### src/rtl/utf8e_pkg.sv
// Package with the shared types, limits and lead-byte prefixes of the UTF-8 encoder.
package utf8e_pkg;

  typedef logic [30:0] code_t;
  typedef logic [2:0]  len_t;
  typedef logic [7:0]  byte_t;

  localparam code_t LimOne   = 31'h0000007f;
  localparam code_t LimTwo   = 31'h000007ff;
  localparam code_t LimThree = 31'h0000ffff;
  localparam code_t LimFour  = 31'h001fffff;
  localparam code_t LimFive  = 31'h03ffffff;

  localparam len_t LenOne   = 3'd1;
  localparam len_t LenTwo   = 3'd2;
  localparam len_t LenThree = 3'd3;
  localparam len_t LenFour  = 3'd4;
  localparam len_t LenFive  = 3'd5;
  localparam len_t LenSix   = 3'd6;

  localparam byte_t PrefixTwo   = 8'hc0;
  localparam byte_t PrefixThree = 8'he0;
  localparam byte_t PrefixFour  = 8'hf0;
  localparam byte_t PrefixFive  = 8'hf8;
  localparam byte_t PrefixSix   = 8'hfc;
  localparam byte_t ContMark    = 8'h80;
  localparam byte_t ContMask    = 8'h3f;

  typedef struct packed {
    logic first;
    len_t len;
    len_t rem;
  } sel_t;

  function automatic byte_t lead_prefix(input len_t len);
    byte_t p;
    case (len)
      LenTwo:   p = PrefixTwo;
      LenThree: p = PrefixThree;
      LenFour:  p = PrefixFour;
      LenFive:  p = PrefixFive;
      LenSix:   p = PrefixSix;
      default:  p = 8'h00;
    endcase
    return p;
  endfunction

endpackage

### src/rtl/utf8e_len.sv
// Sequence length classifier that compares a code point against the range limits.
module utf8e_len (
  input  utf8e_pkg::code_t code_i,
  output utf8e_pkg::len_t  len_o
);

  always_comb begin
    if (code_i <= utf8e_pkg::LimOne) begin
      len_o = utf8e_pkg::LenOne;
    end else if (code_i <= utf8e_pkg::LimTwo) begin
      len_o = utf8e_pkg::LenTwo;
    end else if (code_i <= utf8e_pkg::LimThree) begin
      len_o = utf8e_pkg::LenThree;
    end else if (code_i <= utf8e_pkg::LimFour) begin
      len_o = utf8e_pkg::LenFour;
    end else if (code_i <= utf8e_pkg::LimFive) begin
      len_o = utf8e_pkg::LenFive;
    end else begin
      len_o = utf8e_pkg::LenSix;
    end
  end

endmodule

### src/rtl/utf8e_byte.sv
// Byte former that builds the lead or continuation byte for one position.
module utf8e_byte (
  input  utf8e_pkg::code_t code_i,
  input  utf8e_pkg::sel_t  sel_i,
  output utf8e_pkg::byte_t byte_o
);

  utf8e_pkg::byte_t slice;

  always_comb begin
    case (sel_i.rem)
      3'd0:    slice = code_i[7:0];
      3'd1:    slice = code_i[13:6];
      3'd2:    slice = code_i[19:12];
      3'd3:    slice = code_i[25:18];
      3'd4:    slice = {1'b0, code_i[30:24]};
      3'd5:    slice = {7'b0000000, code_i[30]};
      default: slice = 8'h00;
    endcase
  end

  always_comb begin
    if (!sel_i.first) begin
      byte_o = utf8e_pkg::ContMark | (slice & utf8e_pkg::ContMask);
    end else if (sel_i.len == utf8e_pkg::LenOne) begin
      byte_o = slice;
    end else begin
      byte_o = utf8e_pkg::lead_prefix(sel_i.len) | slice;
    end
  end

endmodule

### src/rtl/utf8_encoder_top.sv
// Top level of the UTF-8 encoder with sequences of up to six bytes.
//
// The input channel takes one beat per character: a 31-bit code point and a
// text end flag. The output channel gives one beat per encoded byte, lead byte
// first, with char_last_o on the final byte of each character and text_last_o
// copying the text end flag on that byte only.
// An accepted character sits in a hold register that feeds the byte former,
// and each formed byte is loaded into the output register.
// A character of N bytes stays in the hold register for N advances, one per
// byte, so single-byte characters stream at one beat per cycle while the
// receiver does not stall, and a new character is taken in the same cycle
// that the last byte of the previous one moves to the output register.
// When the receiver stalls, the output beat holds and the hold register waits,
// so the input stalls as soon as a character is waiting.
// Reset empties both registers; no beat is pending afterward.
module utf8_encoder_top (
  input  logic        clk_i,
  input  logic        rst_ni,
  input  logic        in_valid_i,
  output logic        in_stall_o,
  input  logic [30:0] code_point_i,
  input  logic        text_end_i,
  output logic        out_valid_o,
  input  logic        out_stall_i,
  output logic [7:0]  byte_value_o,
  output logic        char_last_o,
  output logic        text_last_o
);

  logic             hold_valid_q;
  utf8e_pkg::code_t code_q;
  logic             end_q;
  utf8e_pkg::sel_t  sel_q;
  utf8e_pkg::len_t  in_len;
  utf8e_pkg::byte_t byte_d;

  logic             out_valid_q;
  utf8e_pkg::byte_t byte_q;
  logic             char_last_q;
  logic             text_last_q;

  logic out_free;
  logic advance;
  logic hold_last;
  logic in_acc;

  utf8e_len u_len (
    .code_i (code_point_i),
    .len_o  (in_len)
  );

  utf8e_byte u_byte (
    .code_i (code_q),
    .sel_i  (sel_q),
    .byte_o (byte_d)
  );

  assign out_free   = !out_valid_q || !out_stall_i;
  assign advance    = hold_valid_q && out_free;
  assign hold_last  = (sel_q.rem == 3'd0);
  assign in_stall_o = hold_valid_q && !(advance && hold_last);
  assign in_acc     = in_valid_i && !in_stall_o;

  always_ff @(posedge clk_i or negedge rst_ni) begin
    if (!rst_ni) begin
      hold_valid_q <= 1'b0;
    end else if (in_acc) begin
      hold_valid_q <= 1'b1;
    end else if (advance && hold_last) begin
      hold_valid_q <= 1'b0;
    end
  end

  always_ff @(posedge clk_i) begin
    if (in_acc) begin
      code_q    <= code_point_i;
      end_q     <= text_end_i;
      sel_q.first <= 1'b1;
      sel_q.len <= in_len;
      sel_q.rem <= in_len - 3'd1;
    end else if (advance) begin
      sel_q.first <= 1'b0;
      sel_q.rem   <= sel_q.rem - 3'd1;
    end
  end

  always_ff @(posedge clk_i or negedge rst_ni) begin
    if (!rst_ni) begin
      out_valid_q <= 1'b0;
    end else if (out_free) begin
      out_valid_q <= hold_valid_q;
    end
  end

  always_ff @(posedge clk_i) begin
    if (advance) begin
      byte_q      <= byte_d;
      char_last_q <= hold_last;
      text_last_q <= hold_last && end_q;
    end
  end

  assign out_valid_o  = out_valid_q;
  assign byte_value_o = byte_q;
  assign char_last_o  = char_last_q;
  assign text_last_o  = text_last_q;

endmodule

### config.mk
export PLATFORM = sky130hd
export DESIGN_NAME = utf8_encoder_top
export DESIGN_NICKNAME = d
export VERILOG_FILES = /design/src/rtl/utf8e_pkg.sv /design/src/rtl/utf8e_len.sv /design/src/rtl/utf8e_byte.sv /design/src/rtl/utf8_encoder_top.sv
export SDC_FILE = /design/constraint.sdc
export NUM_CORES = 1
export LEC_CHECK = 0
export BUFFER_PORTS_ARGS = -buffer_cell sky130_fd_sc_hd__buf_2
export CAP_MARGIN = 20
export CORE_UTILIZATION = 23
export DETAILED_ROUTE_END_ITERATION = 16
export GPL_ROUTABILITY_DRIVEN = 0
export HOLD_SLACK_MARGIN = 0.12
export PLACE_DENSITY = 0.4
export SYNTH_ARGS = -nofsm -noshare
export SYNTH_HDL_FRONTEND = slang
export SYNTH_SLANG_ARGS = --single-unit
export TNS_END_PERCENT = 10
### constraint.sdc
create_clock -name clk_i -period 4 [get_ports clk_i]
set_clock_uncertainty 0.15 [all_clocks]
set_input_delay 0.2 -clock clk_i [delete_from_list [all_inputs] [get_ports clk_i]]
set_output_delay 0.2 -clock clk_i [all_outputs]
set_load 0.03 [all_outputs]
; ---- Word-level counts from Yosys, hierarchy flattened
; Index checks and enable logic that the tools add are counted.
[word_totals]
regBits = 51
in_bits = 36
out_inout_bits = 12
elab_cells = 58
[classes]
addsub = 2
n_lt_le_gt_ge = 5
eq_ne = 11
mux = 15
bitwise_logic = 1
n_reduce_logical = 13
[op_table]
columns = cell, n
row1 = $pmux 8 s6, 1
row2 = $pmux 8 s5, 1
row3 = $le 31x11->1 const B, 1
row4 = $le 31x16->1 const B, 1
row5 = $le 31x21->1 const B, 1
row6 = $le 31x26->1 const B, 1
row7 = $le 31x7->1 const B, 1
row8 = $mux 8, 3
row9 = $mux 3, 6
row10 = $eq 3x3->1 const B, 5
row11 = $eq 3x2->1 const B, 4
row12 = $or 8x8->8, 1
row13 = $eq 3x1->1 const B, 2
row14 = $mux 6, 1
row15 = $sub 3x1->3 const B, 2
row16 = $logic_and 1x1->1, 5
row17 = $logic_not 1->1, 4
row18 = $reduce_bool 2->1, 2
row19 = $logic_not 3->1, 1
row20 = $mux 1, 2
row21 = $mux 2, 1
row22 = $logic_or 1x1->1, 1

; ---- Depth between registers and ports, before layout
; Gate-level depths: netlist of the first run.
[depth]
ltp_word = 9
mapped_depth = 9
mapped_depth_nobuf = 8

; ---- Cells and area by module
; From an unflattened synthesis of the first run, not the netlist that was laid out.
[hier_totals]
cells_unflattened = 147
hier_area_um2 = 2234.6
[by_module_without_submodules]
columns = module, instances, cells_per_inst, area_each_um2, seq_area_each_um2
row1 = utf8_encoder_top, 1, 75, 1666.6, 1511.4
row2 = utf8e_byte, 1, 56, 449.2, 0.0
row3 = utf8e_len, 1, 16, 118.9, 0.0

; ---- Worst setup path before layout of the first run
; OpenSTA, ideal clock, no wires.
[synth_timing]
path_kind = register to register
start = register sel_q[0] in the netlist's numbering
end = register code_q[0] (enable)
setup_time_ns = 0.390
arrival_time_ns = 2.018
t_required_ns = 3.460
path_slack_ns = 1.443
stages_incl_launch_ff = 9
n_path_buf = 2
synth_period_minus_slack_ns = 2.557
path_cell_list = edfxtp_1 inv_1 ha_1 clkbuf_2 and2b_1 buf_6 a21bo_1 nand2_2 inv_1
[synth_via]
elab_chain_len = 6
[synth_lines]
columns = element, line
row1 = from (decl), utf8_encoder_top.sv:33  ; utf8e_pkg::sel_t sel_q;
row2 = $logic_not 3->1, utf8_encoder_top.sv:60  ; assign hold_last = (sel_q.rem == 3'd0);
row3 = named net hold_last, utf8_encoder_top.sv:44  ; logic hold_last;
row4 = $logic_and 1x1->1, utf8_encoder_top.sv:61  ; assign in_stall_o = hold_valid_q && !(advance && hold_last);
row5 = $logic_not 1->1, utf8_encoder_top.sv:61
row6 = $logic_and 1x1->1, utf8_encoder_top.sv:61
row7 = $logic_not 1->1, utf8_encoder_top.sv:62  ; assign in_acc = in_valid_i && !in_stall_o;
row8 = $logic_and 1x1->1, utf8_encoder_top.sv:62
row9 = named net in_acc, utf8_encoder_top.sv:45  ; logic in_acc;
row10 = to (signal assigned), utf8_encoder_top.sv:76  ; code_q <= code_point_i;
row11 = to (decl), utf8_encoder_top.sv:31  ; utf8e_pkg::code_t code_q;
; The timed path passes the listed nets, and every way through them passes these cells.
; A chain may end at the register's enable or synchronous reset.

; ---- Worst setup path in the final report of the first run
[layout_timing]
start = register sel_q[0] in the netlist's numbering
end = register code_q[3] (enable)
[layout_via]
elab_chain_len = 6
[layout_lines]
columns = element, line
row1 = $logic_not 3->1, utf8_encoder_top.sv:60
row2 = $logic_and 1x1->1, utf8_encoder_top.sv:61
row3 = $logic_not 1->1, utf8_encoder_top.sv:61
row4 = $logic_and 1x1->1, utf8_encoder_top.sv:61
row5 = $logic_not 1->1, utf8_encoder_top.sv:62
row6 = $logic_and 1x1->1, utf8_encoder_top.sv:62
row7 = named net in_acc, utf8_encoder_top.sv:45
; The timed path passes the listed nets, and every way through them passes these cells.

==> results of run 1 <==
flip-flops by register name, indices dropped and copies added (netlist names):
register	flops
hold_valid_q	1
end_q	1
code_q	31
sel_q	7
out_valid_o	1
char_last_o	1
text_last_o	1
byte_value_o	8
per-layer routing:
metal  track usage, %  wire [µm]  share of wire, %
met1             13.4       2400                46
met2             18.2       2550                49
met3             2.30        212               4.0
met4             4.46         89               1.7
met5                0          0                 0
synthesized netlist by cell type, drive strengths merged:
master / number
a21bo: 1
a21oi: 1
a221oi: 2
a222oi: 2
a22o: 1
a22oi: 6
a31o: 1
a31oi: 4
a32o: 1
a32oi: 1
and2: 3
and2b: 1
and4: 1
buf: 2
clkbuf: 2
dfrtp: 2
dfxtp: 1
edfxtp: 48
ha: 6
inv: 8
mux2: 2
mux2i: 1
nand2: 19
nand2b: 1
nand3: 10
nand4b: 1
nor2: 4
nor2b: 3
nor3: 3
nor4: 1
o2111ai: 1
o211ai: 1
o21ai: 5
o31ai: 2
or4: 3
xor2: 3
area by class of cell:
| cell class | instances | area (µm²) | area share (%) |
|---|---|---|---|
| clock inverter | 3 | 47.5 | 1.55 |
| clock buffer | 5 | 68.8 | 2.25 |
| timing repair buffer | 84 | 603 | 19.7 |
| sequential | 51 | 1510 | 49.3 |
| inverter | 8 | 30.0 | 0.980 |
| tap | 129 | 161 | 5.27 |
| multi-input combinational | 91 | 642 | 20.9 |
stage by stage:
stage	setup WS (ns)	total power, µW	area, µm²
2_1_floorplan	1.44	1100	2210
3_3_place_gp	1.33	1250	2590
3_5_place_dp	1.26	1250	2590
4_1_cts	1.24	1640	3060
5_1_grt	1.08	1700	3060
6_report	1.28	1620	3060
layout by cell type, fill, tap and decap left out, drive strengths merged, types with 2 or more instances in the layout:
cell	netlist	final
buf	2	48
clkbuf	2	5
ha	6	6
nor3	3	3
nor2	4	4
or4	3	3
dlygate4sd3	0	36
edfxtp	48	48
dfrtp	2	2
nand2	19	19
nand3	10	10
a221oi	2	2
a31oi	4	4
a22oi	6	6
o21ai	5	5
mux2	2	2
nor2b	3	3
inv	8	9
and2	3	3
o31ai	2	2
a222oi	2	2
xor2	3	3
timing repair:
item                                   4_1_cts  5_1_grt
endpoints found under the hold margin       38        0
buffers inserted                             0        0
hold buffers                                36        0
where the power goes:
| part | switching (µW) | internal, µW | total, µW | leakage (µW) |
|---|---|---|---|---|
| Combinational | 297 | 180 | 477 | 0.000607 |
| Sequential | 61.1 | 718 | 779 | 0.000468 |
| Clock | 178 | 190 | 368 | 0.0000587 |
| Total | 536 | 1090 | 1620 | 0.00113 |
path summary, 6_finish.rpt:
check | end | depth (start not counted)
max | code_q[3] | 7
min | out_valid_o | 1
max reg2reg | code_q[3] | 7
min reg2reg | out_valid_o | 1
max in group asynchronous | hold_valid_q | 3
min in group asynchronous | out_valid_o | 3
worst max-delay path, delay by kind of cell, from the launching register on:
| family | cells | cell delay [ns] |
|---|---|---|
| adder cells (fa/ha/maj) | 1 | 0.31 |
| buffers and inverters | 3 | 0.74 |
| flip-flops | 1 | 0.45 |
| AND/OR/NAND/NOR | 2 | 0.48 |
| AO/OA/AOI/OAI | 1 | 0.22 |
cell families after synthesis:
kind of cell / after synthesis / share of synthesized area, %
compound gates: 29 / 10.2
flops: 51 / 68.4
fa+ha+maj: 6 / 3.40
xor+xnor: 3 / 1.19
mux: 3 / 1.47
simple gates: 50 / 12.8
buf+inv: 12 / 2.49
==> results.md, run 1 <==
* CTS H-Tree Depth at 2
* DIE AREA at 0.0100 mm²
* Worst-Margin Slew at ~0.6 ns
* Min-Delay Path Class: register to register
* DRT iter0 DRCs at 70
* Largest cells by area after synthesis: edfxtp_1 (65%), ha_1 (3.4%), nand2_1 (3.1%)
* Cell taking the most area after synthesis: edfxtp_1
* Via/cell ratio at ~4.2
* N_diodes at 0
* Max Cap Violations at 0
* Synth cell types at just over 40
* Final nets at between 200 and 300
* Max FO, Critical Path at 30
* Root buffer cell: clkbuf_8
* IO buf count at 47
* Clock Sink Count at slightly above 50
* Setup TNS at 0 ns
* Critical Path AT at between 2 and 3 ns
* Initial Util at between 20% and 30%
* Cell area after synthesis at about 0.0022 mm²
* Mapped Nets at 196
* Share of cells above drive strength 1 at between 20% and 30%
* First-pass GRT wire length at 8060 µm
* Critical path endpoint category: register
* Worst setup path startpoint: sel_q[0]
* Area growth syn-to-layout at 38.8%
* Crit-path max cell delay at 0.45 ns
* RSZ-0062 raised after global routing: false
* Residual DRC at 0
* Filler cell count at ~950
* Post-CTS Resized at 0
* Clk_lat worst skew at about 0.3 ns
* GRT Util Overall at a little over a tenth
* DR vias at ~1.6k
* I/O pin cnt at 48
* Top cell by count, worst path: inv_1
* Setup violations, final at 0
* CTS Buf Count at 5
* Antenna violations before repair at 0
* R2R Path Start: sel_q[0]
* Final hold vios at 0
* Total core area at 0.00928 mm²
* Post-DRT Antenna Nets at 0
* Mean area per synthesized cell at ~14 µm²
* Cells after Synth at 154
* WL final at 5250 µm
* Row cnt at 35
* Remaining Overflow, GRT at 0
* Clock transition at path regs at around 0.1 ns
* Post-synth top area share at approximately two thirds
* Synth Warn # at 0
* Critical Path Start Type: register
* Final worst path period share at 68.1%
* Final HPWL DP at between 3000 and 4000 µm
* Setup CP Type: register to register
* Flops & latches, synth at approximately 50
* Die X at around 100 µm
* Die height at roughly 100 µm
* Crit-path cells: inv_1 -> ha_1 -> and2b_1 -> a21bo_1 -> nand2_2 -> inv_1 -> buf_4
* Slew headroom at between 60% and 70%
* Vias in the first global route at approximately 1.6k
* Outcome: finished clean
* VDD IR max at approximately 170 µV
* Max clock buf depth at 2
* Worst R2R Setup Slack at between 1 and 1.5 ns
* Hold slack at 0.357 ns
* PwrDens at around 530 mW/mm²
* Wire per inst at about 14 µm
* Final non-filler cell total at around 370
* Final Max Slew Viols at 0
* Hold_sp: hold_valid_q
* Slowest cell on crit path: edfxtp_1
* Req. time, crit path at roughly 3.8 ns
* Leakage power at approximately 0.0011 µW
* CTS tree: yes
* Finished Core Util at 33.0%
* Pin count of the biggest net entering global routing at 31
* Tmin final at approximately 2.7 ns
* Fmax at 0.367 GHz
* Placed cells at 327
* TritonRoute pass-1 iters at 4
* Post-synthesis sequential area ratio at between 60 and 70%
No activity file was read; power rests on OpenSTA's default activity.
==> inputs of run 2 (changes only) <==
- clock period: 4 -> 2.7 ns (I/O delays scaled with it)
==> run 2 against run 1 <==
  * Global-route usage rose by 0.79 points
  * Flip-flop and latch count did not move
  * Sequential power rose by 46%
  * Via count rose by 0.64%
  * Combinational power rose by 56%
  * Register-to-register slack lost 0.82 ns
  * Core utilization increased by 0.20 points
  * Non-clock buffer count is 2 higher
  * Critical path depth is 2 higher
  * Power increased by 48%
  * First-iteration DRC count shrank 27%
  * Cell count increased by 0.54%
  * Critical path type is now primary input to register
  * Critical endpoint is now sel_q[2]
  * Largest power group unchanged
==> results.md, run 2 (synthesis gave the netlist of run 1 again) <==
* Antenna violations before repair at 0
* Pre-CTS WS at 0.449 ns
* CTS Buf Count at 5
* Hold Path Depth at 1
* Buf/Inv on CP at 3
* Crit-path max cell delay at ~0.56 ns
* Tmin final at around 2.4 ns
* Post-CTS setup buffers at 0
* DR vias at roughly 1.6k
* Top cell by count, worst path: o31ai_2
* Area growth syn-to-layout at 39.6%
* Slowest cell on crit path: or4_4
* VDD IR max at roughly 300 µV
* Hold_sp: hold_valid_q
* DIE AREA at 0.0100 mm²
* Setup violations, final at 0
* WL final at 5440 µm
* Req. time, crit path at between 2 and 3 ns
* CP top delay family: simple AND/OR/NAND/NOR gates
* Worst R2R End: code_q[9]
* Wire per inst at 14.6 µm
* Root buffer cell: clkbuf_8
* Fmax at 0.421 GHz
* Final hold vios at 0
* DRT iter0 DRCs at slightly above 50
* GRT Util Overall at 11.6%
* Post-DRT Antenna Nets at 0
* Final worst path period share at 88.0%
* Max reg flops at 31
* Worst-Margin Slew at 0.544 ns
* I/O pin cnt at between 40 and 50
* Worst R2R Setup Slack at between 0.4 and 0.5 ns
* Setup ws final at 0.325 ns
* Top reg by flops: code_q
* First-pass GRT wire length at roughly 8700 µm
* Setup TNS at 0 ns
* Finished Core Util at approximately a third
* Commonest cells after routing, fill and taps aside: edfxtp_1 (48), buf_2 (47), dlygate4sd3_1 (36)
* Critical Path Start Type: primary input
* Die X at between 90 and 100 µm
* Final nets at around 290
* Outcome: finished clean
* CTS H-Tree Depth at 2
* TritonRoute pass-1 iters at 5
* Placed cells at 329
* Leakage power at 0.00114 µW
* Vias in the first global route at 1605
* Final Max Slew Viols at 0
* Critical path endpoint category: register
* Total core area at between 0.009 and 0.01 mm²
* Die height at between 90 and 100 µm
* Total power at about 2400 µW
* Residual DRC at 0
* N_diodes at 0
* Row cnt at 35
* Remaining Overflow, GRT at 0
* Pin count of the biggest net entering global routing at 36
* RSZ-0062 raised after global routing: false
* Commonest non-fill, non-tap cell in the layout: edfxtp_1
* IO buf count at between 40 and 50
* Endpoint, Worst Hold: out_valid_o
* Min-Delay Path Class: register to register
* Initial Util at a little under a quarter
* CTS tree: yes
* Share of cells above drive strength 1 at between 20% and 30%
* Final HPWL DP at 3950 µm
* Max Cap Violations at 0
* Post-CTS Resized at 0
* Max clock buf depth at 2
* Max FO, Critical Path at 3
* Via/cell ratio at ~4.2
* Slew headroom at 63.6%
* Filler cell count at ~960
* Final non-filler cell total at ~370
* Clk_lat worst skew at approximately 0.30 ns
* Crit-path cells: dlygate4sd3_1 -> buf_2 -> or4_4 -> o31ai_2 -> nand2_1 -> ha_1 -> inv_1 -> and4_1 -> o31ai_2
* R2R Path Start: sel_q[0]
* Setup CP Type: primary input to register
* Critical Path AT at around 2.3 ns
* Clock transition at path regs at 0.09 ns
* PwrDens at just under 800 mW/mm²
* R2r worst-path depth at 7
* Clock Sink Count at 51
[run 2: cell types whose count changed in the layout (fill, tap and decap cells not counted), sizes merged]
cell	delta
clkinv	+1
inv	-1
buf	+2
[run 2: per-layer routing]
layer | global-route usage [%] | part of all wire, %
met1 | 15.9 | 49
met2 | 18.7 | 46
met3 | 2.16 | 3.2
met4 | 3.34 | 1.2
met5 | 0 | 0
[run 2: cell type report]
cell class              instances  area (µm²)  share of cell area [%]
well taps                     129         161                    5.24
multi-input cells              91         642                    20.8
clock buffers                   5        68.8                    2.23
flip-flops and latches         51        1510                    49.0
repair buffers                 86         631                    20.5
clock inverters                 3        38.8                    1.26
inverters                       8        30.0                   0.974
[run 2: how the worst max path moves through the flow]
stage                     startpoint         end  slack [ns]  cells past startpoint
CTS                 code_point_i[19]    sel_q[2]        0.35                      9
global placement            sel_q[0]  code_q[12]        0.49                      7
floorplan                   sel_q[0]   code_q[0]        0.14                      8
detailed placement          sel_q[0]  code_q[17]        0.45                      7
finish              code_point_i[19]    sel_q[2]        0.32                      9
global route        code_point_i[19]    sel_q[2]        0.25                      9
[run 2: per-stage QoR]
step / hold WS (ns) / area [µm²]
3_3_place_gp: -0.224 / 2620
6_report: 0.348 / 3080
5_1_grt: 0.387 / 3080
2_1_floorplan: -0.311 / 2210
4_1_cts: 0.354 / 3080
3_5_place_dp: -0.222 / 2620
[run 2: timing repair]
action | in CTS | in global routing
hold buffers | 36 | 0
hold endpoints to repair | 38 | 0
endpoints found under the setup margin | 0 | 0
[run 2: power breakdown]
group	internal [µW]	total, µW	switching, µW
registers	1060	1140	77.9
clock network	272	521	249
logic	289	743	455
total	1620	2410	782
==> inputs of run 3 (changes only) <==
- clock period: 2.7 -> 2.33 ns (I/O delays scaled with it)
==> run 3 against run 2 <==
  * Sequential share of layout area down 0.90 points
  * Highest routed layer unchanged
  * Setup slack worse by 0.26 ns
  * Count of clock-buffer cells in the layout unchanged
  * Cell area up 1.9%
  * Wire length down 2.5%
  * First-iteration DRC count up 47%
  * Largest cell class unchanged
  * Combinational power up 22%
  * Clock power up 14%
  * Global-route usage down 0.24 points
  * Worst hold slack worse by 0.068 ns
  * Cell count unchanged
==> results.md, run 3 (synthesis gave the netlist of run 1 again) <==
* Slew headroom at roughly 64%
* Hold slack at 0.280 ns
* CTS Buf Count at 5
* Worst-Margin Slew at 0.542 ns
* Post-DRT Antenna Nets at 0
* Min-Delay Path Class: primary input to register
* Final HPWL DP at 3920 µm
* Total core area at 0.00928 mm²
* VDD IR max at about 270 µV
* I/O pin cnt at 48
* Antenna violations before repair at 0
* CTS H-Tree Depth at 2
* Max Cap Violations at 0
* Setup CP Type: primary input to register
* CTS tree: yes
* Crit-path max cell delay at ~0.55 ns
* Max clock buf depth at 2
* Via/cell ratio at around 4.1
* Hold_sp: code_point_i[19]
* Row cnt at 35
* Outcome: finished clean
* N_diodes at 0
* Placed instance area at between 0.002 and 0.003 mm²
* Pin count of the biggest net entering global routing at 27
* Clk_lat worst skew at about 0.29 ns
* TritonRoute pass-1 iters at 4
* GRT Util Overall at a little under an eighth
* Fmax at 0.442 GHz
* PwrDens at around 900 mW/mm²
* Setup violations, final at 0
* Final worst path period share at approximately 97%
* Die height at between 90 and 100 µm
* Top reg by flops: code_q
* Setup TNS at 0 ns
* Initial Util at a little under a quarter
* Critical Path Start Type: primary input
* Final nets at roughly 290
* Commonest cells after routing, fill and taps aside: edfxtp_1 (48), buf_2 (44), dlygate4sd3_1 (37)
* Fin area at between 0.003 and 0.004 mm²
* Vias in the first global route at between 1.5k and 2k
* Critical Path AT at between 2 and 2.5 ns
* Critical path endpoint category: register
* First-pass GRT wire length at 8450 µm
* Clock Sink Count at between 50 and 60
* Pre-CTS WS at between 0.2 and 0.25 ns
* Clock transition at path regs at roughly 0.090 ns
* Leakage power at roughly 0.0011 µW
* Share of cells above drive strength 1 at between 30% and 40%
* Commonest non-fill, non-tap cell in the layout: edfxtp_1
* DR vias at 1542
* Total power at about 2800 µW
* R2R Path Start: sel_q[0]
* Final hold vios at 0
* Req. time, crit path at around 2.2 ns
* Setup ws final at 0.0679 ns
* DIE AREA at about 0.010 mm²
* Residual DRC at 0
* Max reg flops at 31
* Area growth syn-to-layout at 42.2%
* WL final at about 5300 µm
* Slowest cell on crit path: or4_4
* Tmin final at about 2.3 ns
* Final Max Slew Viols at 0
* Root buffer cell: clkbuf_8
* Worst setup path startpoint: code_point_i[18]
* Max FO, Critical Path at 3
* Wire per inst at roughly 14 µm
* Remaining Overflow, GRT at 0
* Die X at about 100 µm
* Crit-path cells: dlygate4sd3_1 -> buf_2 -> or4_4 -> o31ai_4 -> nand2_1 -> ha_2 -> inv_1 -> and4_1 -> o31ai_2
* CP top delay family: simple AND/OR/NAND/NOR gates
* Buf/Inv on CP at 3
* IO buf count at 47
* DRT iter0 DRCs at 75
==> run 3: layout make-up <==
cell class | instances | area (µm²)
Clock inverter | 3 | 38.8
Inverter | 8 | 33.8
Fill cell | 969 | 6140
Multi-Input combinational cell | 91 | 686
Sequential cell | 51 | 1510
Clock buffer | 5 | 68.8
Timing Repair Buffer | 86 | 641
Tap cell | 129 | 161
==> run 3: final timing paths <==
path,endpoint,slack [ns],cells past startpoint
max,sel_q[2],0.07,9
min,sel_q[0],0.28,4
max reg2reg,code_q[1],0.25,7
min reg2reg,out_valid_o,0.35,1
max in group asynchronous,hold_valid_q,1.38,3
min in group asynchronous,out_valid_o,0.52,3
==> run 3: power breakdown <==
group	switching, µW	internal (µW)
combinational	546	358
clock	280	315
sequential	81.4	1230
total	908	1900
==> run 3: repair_timing <==
item | 4_1_cts | 5_1_grt
gates resized for setup | 0 | 4
setup buffers | 0 | 1
hold buffers | 37 | 0
endpoints found under the setup margin | 0 | 1
endpoints found under the hold margin | 38 | 0
==> run 3: through the flow <==
step                      utilization, %  instances
after floorplan                        -        154
after global routing                33.8        373
after CTS                           33.7        375
final                               33.8        373
after detailed placement            28.5        330
after global placement              28.5        330
==> run 3: metal layers <==
layer | wire (µm) | share of wire, % | up-vias | global-route usage [%]
li1 | - | - | 767 | -
met1 | 2650 | 50 | 725 | 15.9
met2 | 2360 | 45 | 46 | 17.2
met3 | 238 | 4.5 | 4 | 2.72
met4 | 61 | 1.1 | 0 | 3.79
met5 | 0 | 0 | - | 0
==> run 3: worst register-to-register path: stages (launching register included) <==
cell and delay (ns):
edfxtp_1 0.49, inv_2 0.14, ha_4 0.19, and2b_1 0.26, a21bo_4 0.18, nand2_4 0.09
clkinvlp_4 0.10, buf_12 0.18
